<file path="config.mk">
export PLATFORM = sky130hd
export DESIGN_NAME = trace_record_deframer
export DESIGN_NICKNAME = d
export VERILOG_FILES = /design/src/rtl/trd_pkg.sv /design/src/rtl/trd_out_queue.sv /design/src/rtl/trace_record_deframer.sv
export SDC_FILE = /design/constraint.sdc
export NUM_CORES = 1
export LEC_CHECK = 0
export BUFFER_PORTS_ARGS = -buffer_cell sky130_fd_sc_hd__buf_2
export CORE_MARGIN = 4
export CORE_UTILIZATION = 59
export DETAILED_ROUTE_END_ITERATION = 10
export PLACE_DENSITY_LB_ADDON = 0.05
export SLEW_MARGIN = 5
export SYNTH_ARGS = -nofsm -noshare
export SYNTH_HDL_FRONTEND = slang
export SYNTH_SLANG_ARGS = --single-unit
export TNS_END_PERCENT = 20
</file>
<file path="constraint.sdc">
create_clock -name i_clk -period 10.5 [get_ports i_clk]
set_input_delay 1.05 -clock i_clk [delete_from_list [all_inputs] [get_ports i_clk]]
set_output_delay 1.05 -clock i_clk [all_outputs]
set_load 0.01 [all_outputs]
</file>
<file path="src/rtl/trd_pkg.sv">
package trd_pkg;

    // record kind codes found in the first byte of a record
    localparam logic [7:0] KIND_ENTRY    = 8'd0;
    localparam logic [7:0] KIND_TAIL     = 8'd1;
    localparam logic [7:0] KIND_EXTENTS  = 8'd2;
    localparam logic [7:0] KIND_META     = 8'd3;
    localparam logic [7:0] KIND_FUNCTION = 8'd4;
    localparam logic [7:0] KIND_CUSTOM   = 8'd5;
    localparam logic [7:0] KIND_TYPED    = 8'd6;

    // framing lengths in bytes
    localparam logic [4:0] HEADER_BYTES = 5'd16;
    localparam logic [4:0] LEN_SHORT    = 5'd8;
    localparam logic [4:0] LEN_MID      = 5'd16;
    localparam logic [4:0] LEN_LONG     = 5'd24;

    // result kind codes
    localparam logic RES_FUNCTION = 1'b0;
    localparam logic RES_SUMMARY  = 1'b1;

    // one result transaction
    typedef struct packed {
        logic        kind;
        logic        is_exit;
        logic [27:0] func_id;
        logic [31:0] timestamp;
        logic [31:0] rec_total;
        logic [31:0] evt_total;
        logic        last;
    } t_result;

    // record length by kind byte
    function automatic logic [4:0] record_length(input logic [7:0] kind);
        logic [4:0] len;
        unique case (kind) inside
            KIND_ENTRY, KIND_TAIL, KIND_META: len = LEN_MID;
            KIND_TYPED:                       len = LEN_LONG;
            default:                          len = LEN_SHORT;
        endcase
        return len;
    endfunction

endpackage

</file>
<file path="src/rtl/trd_out_queue.sv">
module trd_out_queue (
    input  logic              i_clk,
    input  logic              i_rst_n,
    input  logic [1:0]        i_push_cnt,
    input  trd_pkg::t_result  i_entry0,
    input  trd_pkg::t_result  i_entry1,
    output logic              o_room,
    output logic              o_valid,
    output trd_pkg::t_result  o_entry,
    input  logic              i_pop
);

    localparam int DEPTH  = 4;
    localparam int PTR_W  = $clog2(DEPTH);
    localparam int CNT_W  = $clog2(DEPTH + 1);

    trd_pkg::t_result r_mem [DEPTH];
    logic [PTR_W-1:0] r_wr_ptr, n_wr_ptr;
    logic [PTR_W-1:0] r_rd_ptr, n_rd_ptr;
    logic [CNT_W-1:0] r_count, n_count;
    logic             pop_ok;
    logic [PTR_W-1:0] wr_ptr_next;

    assign pop_ok      = i_pop && (r_count != '0);
    assign wr_ptr_next = r_wr_ptr + 1'b1;
    assign o_room      = (r_count <= CNT_W'(DEPTH - 2));
    assign o_valid     = (r_count != '0);
    assign o_entry     = r_mem[r_rd_ptr];

    // pointer and fill count update
    always_comb begin
        n_wr_ptr = r_wr_ptr + PTR_W'(i_push_cnt);
        n_rd_ptr = pop_ok ? r_rd_ptr + 1'b1 : r_rd_ptr;
        n_count  = r_count + CNT_W'(i_push_cnt) - CNT_W'(pop_ok);
    end

    always_ff @(posedge i_clk) begin
        if (!i_rst_n) begin
            r_wr_ptr <= '0;
            r_rd_ptr <= '0;
            r_count  <= '0;
        end else begin
            r_wr_ptr <= n_wr_ptr;
            r_rd_ptr <= n_rd_ptr;
            r_count  <= n_count;
        end
    end

    // entry storage, up to two writes per cycle
    always_ff @(posedge i_clk) begin
        if (i_push_cnt != 2'd0) begin
            r_mem[r_wr_ptr] <= i_entry0;
        end
        if (i_push_cnt == 2'd2) begin
            r_mem[wr_ptr_next] <= i_entry1;
        end
    end

    // fill count stays within depth
    a_count_bound: assert property (@(posedge i_clk) disable iff (!i_rst_n)
        r_count <= CNT_W'(DEPTH))
        else $error("queue fill count above depth");

    // pushes only arrive when room was offered
    a_push_room: assert property (@(posedge i_clk) disable iff (!i_rst_n)
        (i_push_cnt != 2'd0) |-> o_room)
        else $error("push without room");

    // pointers stay consistent with the fill count
    a_ptr_count: assert property (@(posedge i_clk) disable iff (!i_rst_n)
        (r_count == '0) |-> (r_wr_ptr == r_rd_ptr))
        else $error("empty queue with unequal pointers");

endmodule

</file>
<file path="src/rtl/trace_record_deframer.sv">
// Trace record deframer.
// Input channel: one buffer byte per transaction (i_data_byte), with
// i_end_of_buffer marking the last byte; handshake i_valid / o_ready.
// Output channel: result transactions on o_valid / i_ready, each a
// function record (o_kind 0) or an end-of-buffer summary (o_kind 1).
// The first 16 bytes are skipped as file header; records are framed by
// their kind byte and each complete function record (kind 4) yields one
// result. A byte that ends the buffer adds a summary result.
// A result is registered into the output queue when its byte is accepted.
// Throughput: one byte per cycle; the framer state updates in the cycle
// of acceptance and results go to a four-entry output queue, so the
// input takes bytes while results wait. A byte may cause two results,
// so o_ready drops while fewer than two queue entries are free and the
// output side drains one result per cycle while i_ready is high.
// Reset clears the framer state and counters and empties the queue; the
// framer also returns to its reset state after each end-of-buffer byte.
// A stalled receiver holds the queue head; bytes keep flowing until the
// queue fills, then o_ready stays low until results are taken.
module trace_record_deframer #(
    parameter int COUNT_WIDTH = 32
) (
    input  logic        i_clk,
    input  logic        i_rst_n,
    input  logic        i_valid,
    output logic        o_ready,
    input  logic [7:0]  i_data_byte,
    input  logic        i_end_of_buffer,
    output logic        o_valid,
    input  logic        i_ready,
    output logic        o_kind,
    output logic        o_is_exit,
    output logic [27:0] o_func_id,
    output logic [31:0] o_timestamp,
    output logic [31:0] o_rec_total,
    output logic [31:0] o_evt_total,
    output logic        o_last
);

    // framer state
    logic                   r_in_header, n_in_header;
    logic [4:0]             r_pos, n_pos;
    logic [7:0]             r_kind, n_kind;
    logic [63:0]            r_word, n_word;
    logic [31:0]            r_skip, n_skip;
    logic [COUNT_WIDTH-1:0] r_rec_cnt, n_rec_cnt;
    logic [COUNT_WIDTH-1:0] r_evt_cnt, n_evt_cnt;

    logic             in_acc;
    logic             func_hit;
    logic [7:0]       kind_eff;
    logic [63:0]      word_sh;
    logic [4:0]       pos_inc;
    logic [31:0]      skip_dec;
    logic [63:0]      rec_ext, evt_ext;
    logic [1:0]       push_cnt;
    logic             q_room;
    trd_pkg::t_result res_func, res_sum, entry0, q_head;

    assign in_acc   = i_valid && o_ready;
    assign o_ready  = q_room;
    assign kind_eff = (r_pos == 5'd0) ? i_data_byte : r_kind;
    assign word_sh  = {i_data_byte, r_word[63:8]};
    assign pos_inc  = r_pos + 5'd1;
    assign skip_dec = r_skip - 32'd1;

    // next state for one accepted byte
    always_comb begin
        n_in_header = r_in_header;
        n_pos       = r_pos;
        n_kind      = r_kind;
        n_word      = r_word;
        n_skip      = r_skip;
        n_rec_cnt   = r_rec_cnt;
        n_evt_cnt   = r_evt_cnt;
        func_hit    = 1'b0;
        if (r_in_header) begin
            if (pos_inc >= trd_pkg::HEADER_BYTES) begin
                n_in_header = 1'b0;
                n_pos       = 5'd0;
            end else begin
                n_pos = pos_inc;
            end
        end else if (r_kind == trd_pkg::KIND_CUSTOM && r_pos == trd_pkg::LEN_MID
                     && r_skip != 32'd0) begin
            // skipping custom event payload
            n_skip = skip_dec;
            if (skip_dec == 32'd0) begin
                n_pos = 5'd0;
            end
        end else begin
            n_kind = kind_eff;
            n_word = word_sh;
            n_pos  = pos_inc;
            if (kind_eff == trd_pkg::KIND_CUSTOM) begin
                if (pos_inc == trd_pkg::LEN_MID) begin
                    n_evt_cnt = (r_evt_cnt == '1) ? r_evt_cnt : r_evt_cnt + 1'b1;
                    n_skip    = word_sh[31:0];
                    if (word_sh[31:0] == 32'd0) begin
                        n_pos = 5'd0;
                    end
                end
            end else if (pos_inc >= trd_pkg::record_length(kind_eff)) begin
                n_pos = 5'd0;
                if (kind_eff == trd_pkg::KIND_FUNCTION) begin
                    n_rec_cnt = (r_rec_cnt == '1) ? r_rec_cnt : r_rec_cnt + 1'b1;
                    func_hit  = 1'b1;
                end
            end
        end
    end

    // result assembly
    assign rec_ext = 64'(n_rec_cnt);
    assign evt_ext = 64'(n_evt_cnt);

    always_comb begin
        res_func.kind      = trd_pkg::RES_FUNCTION;
        res_func.is_exit   = word_sh[0];
        res_func.func_id   = word_sh[28:1];
        res_func.timestamp = word_sh[63:32];
        res_func.rec_total = rec_ext[31:0];
        res_func.evt_total = evt_ext[31:0];
        res_func.last      = !i_end_of_buffer;

        res_sum.kind       = trd_pkg::RES_SUMMARY;
        res_sum.is_exit    = 1'b0;
        res_sum.func_id    = 28'd0;
        res_sum.timestamp  = 32'd0;
        res_sum.rec_total  = rec_ext[31:0];
        res_sum.evt_total  = evt_ext[31:0];
        res_sum.last       = 1'b1;

        entry0   = func_hit ? res_func : res_sum;
        push_cnt = in_acc ? (2'(func_hit) + 2'(i_end_of_buffer)) : 2'd0;
    end

    // state registers, cleared again at end of buffer
    always_ff @(posedge i_clk) begin
        if (!i_rst_n || (in_acc && i_end_of_buffer)) begin
            r_in_header <= 1'b1;
            r_pos       <= 5'd0;
            r_kind      <= 8'd0;
            r_word      <= 64'd0;
            r_skip      <= 32'd0;
            r_rec_cnt   <= '0;
            r_evt_cnt   <= '0;
        end else if (in_acc) begin
            r_in_header <= n_in_header;
            r_pos       <= n_pos;
            r_kind      <= n_kind;
            r_word      <= n_word;
            r_skip      <= n_skip;
            r_rec_cnt   <= n_rec_cnt;
            r_evt_cnt   <= n_evt_cnt;
        end
    end

    // output queue
    trd_out_queue u_out_queue (
        .i_clk      (i_clk),
        .i_rst_n    (i_rst_n),
        .i_push_cnt (push_cnt),
        .i_entry0   (entry0),
        .i_entry1   (res_sum),
        .o_room     (q_room),
        .o_valid    (o_valid),
        .o_entry    (q_head),
        .i_pop      (i_ready)
    );

    assign o_kind      = q_head.kind;
    assign o_is_exit   = q_head.is_exit;
    assign o_func_id   = q_head.func_id;
    assign o_timestamp = q_head.timestamp;
    assign o_rec_total = q_head.rec_total;
    assign o_evt_total = q_head.evt_total;
    assign o_last      = q_head.last;

    // end of buffer returns the framer to its reset state
    a_eob_reset: assert property (@(posedge i_clk) disable iff (!i_rst_n)
        (in_acc && i_end_of_buffer) |=> (r_in_header && r_pos == 5'd0
                                         && r_rec_cnt == '0 && r_evt_cnt == '0))
        else $error("framer not cleared after end of buffer");

    // header position stays below header length
    a_header_pos: assert property (@(posedge i_clk) disable iff (!i_rst_n)
        r_in_header |-> (r_pos < trd_pkg::HEADER_BYTES))
        else $error("header position out of range");

    // record position never passes the longest record
    a_record_pos: assert property (@(posedge i_clk) disable iff (!i_rst_n)
        !r_in_header |-> (r_pos <= trd_pkg::LEN_LONG))
        else $error("record position out of range");

    // a function result never follows a byte still in the header
    a_func_header: assert property (@(posedge i_clk) disable iff (!i_rst_n)
        func_hit |-> !r_in_header)
        else $error("function record raised during header");

endmodule

</file>
; Yosys cells after proc, flatten, opt, wreduce, memory -nomap -nowiden
; Memories as Yosys holds them, arrays and structs flattened. A register that Yosys moved wholly into a read port is not among the register bits.
; Cells that the tools add are included.
[word_totals]
memories = 1
reg_bits = 181
in_bits = 13
wordCells = 101
ramBits = 508
[classes]
n_reduce_logical = 21
add_sub_neg = 10
order_cmp = 3
n_bitwise = 2
eq_ne = 12
n_mux = 42
[mem_list]
columns = memory, depth, word_bits, read_ports, rd_clocked_by_memory_dff, write_ports, line_no
row1 = u_out_queue.r_mem, 4, 127, 1, 1, 2, trd_out_queue.sv:17  ; trd_pkg::t_result r_mem [DEPTH];
[ops]
columns = cell, count
row1 = $mux 32, 14
row2 = $mux 127, 1
row3 = $add 32x1->32 const B, 2
row4 = $eq 32x32->1 const B, 2
row5 = $logic_not 32->1, 2
row6 = $mux 5, 11
row7 = $eq 8x3->1 const B, 4
row8 = $reduce_bool 32->1, 1
row9 = $sub 32x1->32 const B, 1
row10 = $mux 1, 11
row11 = $eq 5x5->1 const B, 2
row12 = $pmux 5 s2, 1
row13 = $eq 8x1->1 const B, 1
row14 = $eq 8x2->1 const B, 1
row15 = $logic_not 8->1, 1
row16 = $mux 8, 1
row17 = $mux 2, 3
row18 = $reduce_bool 2->1, 3
row19 = $add 5x1->5 const B, 1
row20 = $ge 5x5->1, 1
row21 = $ge 5x5->1 const B, 1
row22 = $logic_and 1x1->1, 5
row23 = $logic_not 5->1, 1
row24 = $add 2x1->2 const B, 2
row25 = 15 further kinds, 17

; Longest topological paths before layout
[logic_depth]
ltp_word = 18
mapped_depth = 18
mapped_depth_nobuf = 18

; Modules after synthesis
; A second synthesis with hierarchy kept.
[unflattened]
hier_cells = 2587
area_unflattened_um2 = 34719.5
[by_module_without_submodules]
columns = mod, instances, area_each_um2, seq_area_each_um2, cells_each
row1 = trd_out_queue, 1, 24932.7, 15434.8, 1277
row2 = trace_record_deframer, 1, 9786.9, 3323.2, 1310

; Worst setup path before layout
; Ideal clock, no wire load.
[synth_path]
path_kind = input port to flip-flop
startpoint = input port i_data_byte[1]
endpoint = memory u_out_queue.r_mem[2][10] in the netlist's numbering (enable)
setup_slack_ns = 4.928
arrival_ns = 5.154
path_stages = 15
path_cell_list = clkbuf_1 > nor2b_1 > xnor2_1 > a31oi_1 > ha_1 > nand2_1 > o311a_1 > a21o_1 > nor3_2 > ha_1 > nor2_1 > a21oi_1 > or3_1 > clkbuf_1 > inv_1
[synth_rtl]
columns = item, line_no
row1 = from (decl), trace_record_deframer.sv:26  ; input logic [7:0] i_data_byte,
row2 = to (decl), trd_out_queue.sv:17

==> results.yml <==
power_and_ir_drop:
  p_leak_nw: 11.14
  powerDensity_nw_per_um2: 189.0
  sequentialPowerShare_pct: 46.9
  p_sw_share_pct: 24.58
  power.switching_mw: 1.515
  internal-power_mw: 4.649
  p_clk_share_pct: 41.2
  pwr-share-comb_pct: 11.9
  peakVddDrop_v: 0.0001563
  finalPower_mw: 6.164
synthesis:
  ys_ff_latch: 683
  synth_fp_nets: 2620
  synthFlopType: "dfxtp_1"
  synth_most_common_cell: "dfxtp_1"
  yosysTopAreaCell: "dfxtp_1"
  ys_types: 75
  synth_cells: 2590
  synth_edf_count: 256
  async_flop_share_pct: 0
  synth.area.top_cells: "dfxtp_1 (29%), edfxtp_1 (26%), mux4_2 (9.8%), a22o_1 (7.3%), nor2_1 (4.9%)"
  syn_avg_cell_area_um2: 11.32
  synth_top_cell_area_share_pct: 29.16
  yosys_warnings: 0
  yosys-top-cells-count: "dfxtp_1 (427), nor2_1 (379), edfxtp_1 (256)"
  synth_seq_area_share_pct: 55.39
  netlist_area_um2: 29310
clock_network:
  postCtsHoldBufs: 0
  cts_tree: "done"
  cts_root_buf: "clkbuf_16"
  clkSlewWorstSetupHoldPaths_ns: 0.06
  clkLatencyLatePin_ns: 0.61
  post_cts.repair.setup_buffers: 0
  clock_path_buffers: 3
  numCtsBuffers: 70
  cts_resized: 0
  htree_levels: 3
  cts_num_sinks: 683
timing:
  rsz0062_at_grt: "false"
  finalSetupViolCount: 0
  period_minus_slack_ns: 6.145
  skew_ns: 0.02541
  max_freq_ghz: 0.1627
  tightestPinTransition_ns: 1.164
  final-max-slew-violation-count: 0
  hold_ws_ns: 0.4457
  setup_tns_ns: 0
  finalHoldViolCount: 0
  post-route-period-util_pct: 58.52
  slew_headroom_pct: 22.37
detailed_routing:
  vias: 20690
  drt_first_pass_iters: 6
  vias_per_cell: 6.204
  wl_per_cell_um: 21.91
  drt-initial-drc-count: 1943
  drc: 0
  ant_nets: 0
  routed_wl_um: 73080
die:
  die_area_um2: 53310
  die_h_um: 230.9
  core-area_um2: 49050
  initial_core_util_pct: 59.76
  ioPinCount: 142
  die_w_um: 230.9
  rows: 81
hold_path:
  hold_path.class: "reg2reg"
  min_from: "u_out_queue.r_mem[2][126]"
  min_to: "u_out_queue.r_mem[2][126]"
  min_path_cells: 2
critical_path:
  crit_arrival_ns: 6.38
  worstRegToRegCells: 17
  worstSetupPathType: "reg2reg"
  start_kind: "flip-flop"
  cp_max_fo: 60
  r2r_end: "u_out_queue.r_mem[1][48]"
  crit_start: "r_pos[0]"
  endpoint_kind: "flip-flop"
  critPathRequiredTime_ns: 10.73
  worstReg2RegStart: "r_pos[0]"
  reg2reg_slack_ns: 4.36
flow_run:
  drv_cap: 0
finish:
  area_growth_pct: 11.24
  nNetsFinal: 2643
  seq_area_um2: 16240
  fill_cells: 3804
  fin_cells: 3335
  drive_gt1_share_pct: 16.70
  multiInputGateArea_um2: 12130
  final_area_um2: 32610
place:
  hpwl_um: 42580
  place.gp.congestion: 0.8791
  io_buffers: 141
  place_area_um2: 30250
  place_inst: 3205
global_route:
  grt_max_degree: 102
  antenna_found_initial: 1
  grt-ovfl-total: 0
  grt_pass1_wl_um: 116400
  grt_pass1_vias: 20650
  grtUsageTotal_pct: 27.36
status:
  status: "finished clean"
cell usage in the layout, fill, tap and decap left out, drive strengths merged, types with 9 or more instances in the layout:
master  instances
nor2          381
nor2b           9
o21ai          50
nand2         232
or4            16
xnor2          41
or3            22
mux2i          16
nand4          47
nor3           32
a21oi         119
clkbuf         97
edfxtp        256
mux4          127
xor2           86
clkinv         17
nor3b          10
dfxtp         427
and3           13
inv            38
ha             16
buf           170
nor4           28
and4            9
a22o          245
and2           20
nand3          50
worst max-delay path by stage:
stage	to	slack, ns	depth (start not counted)
after floorplan	u_out_queue.r_mem[2][10]	4.93	15
after global placement	u_out_queue.r_mem[3][52]	4.00	16
after CTS	u_out_queue.r_mem[3][55]	4.35	17
final	u_out_queue.r_mem[1][48]	4.36	17
after global routing	u_out_queue.r_mem[3][37]	4.01	17
after detailed placement	u_out_queue.r_mem[3][50]	3.91	16
final cells by class:
type / count / share of cell area (%)
flip-flops and latches: 683 / 49.81
multi-input cells: 1655 / 37.18
clock buffers: 97 / 6.178
repair buffers: 170 / 2.832
well taps: 664 / 2.548
clock inverters: 32 / 1.059
inverters: 33 / 0.3799
diodes: 1 / 0.007674
sequential cells by signal (all words and copies together), names as in the netlist, named ones only:
| signal | count |
|---|---|
| u_out_queue.r_mem | 508 |
| r_word | 56 |
| r_evt_cnt | 32 |
| r_rec_cnt | 32 |
| r_skip | 32 |
| r_kind | 8 |
| r_pos | 5 |
| u_out_queue.r_count | 3 |
| u_out_queue.r_rd_ptr | 2 |
| u_out_queue.r_wr_ptr | 2 |
| r_in_header | 1 |
worst max-delay path, cell delays in order (launching register included):
cell and delay, ns:
dfxtp_1 0.36, inv_1 0.07, ha_1 0.17, or4b_2 0.68, nor3_1 0.23, a21oi_1 0.11
ha_1 0.30, nand2_1 0.07, o311a_1 0.35, a21o_1 0.25, nor3_2 0.42, ha_1 0.39
mux2_2 0.25, nand2_1 0.05, inv_1 0.16, nand2_4 0.47, inv_2 0.71, buf_4 0.65
cells by family (layout without fill, tap and decap cells):
| family | count (synthesis) | count (layout) | share of synthesized area (%) |
|---|---|---|---|
| xor gates and xnor gates | 127 | 127 | 3.795 |
| muxes | 144 | 144 | 10.34 |
| AOI/OAI and AO/OA | 471 | 471 | 11.88 |
| DFF | 683 | 683 | 55.39 |
| and+or+nand+nor | 896 | 896 | 14.28 |
| other | 0 | 1 | 0 |
| adders and majority gates | 17 | 17 | 0.7512 |
| buffers and inverters | 252 | 332 | 3.560 |
stage by stage:
stage / setup WS [ns] / utilization [%]
finish: 4.355 / 66.48
global route: 4.013 / 66.47
CTS: 4.348 / 66.47
detailed placement: 3.910 / 61.66
global placement: 4.005 / 61.66
floorplan: 4.928 / -
power by group through the flow:
stage | logic, mW | registers, mW | clock network [mW]
CTS | 0.745 | 2.90 | 2.59
floorplan | 0.562 | 2.88 | 0
global placement | 0.741 | 2.95 | 0
finish | 0.731 | 2.89 | 2.54
global route | 0.784 | 2.90 | 2.71
detailed placement | 0.744 | 2.95 | 0
routing by layer:
metal	vias up	wire (um)	GRT usage (%)
met5	-	0	0
met4	0	1690	8.777
met1	10370	32140	38.34
li1	9528	-	-
met2	681	34440	43.91
met3	112	4806	4.751
No activity file was read; power rests on OpenSTA's default activity.
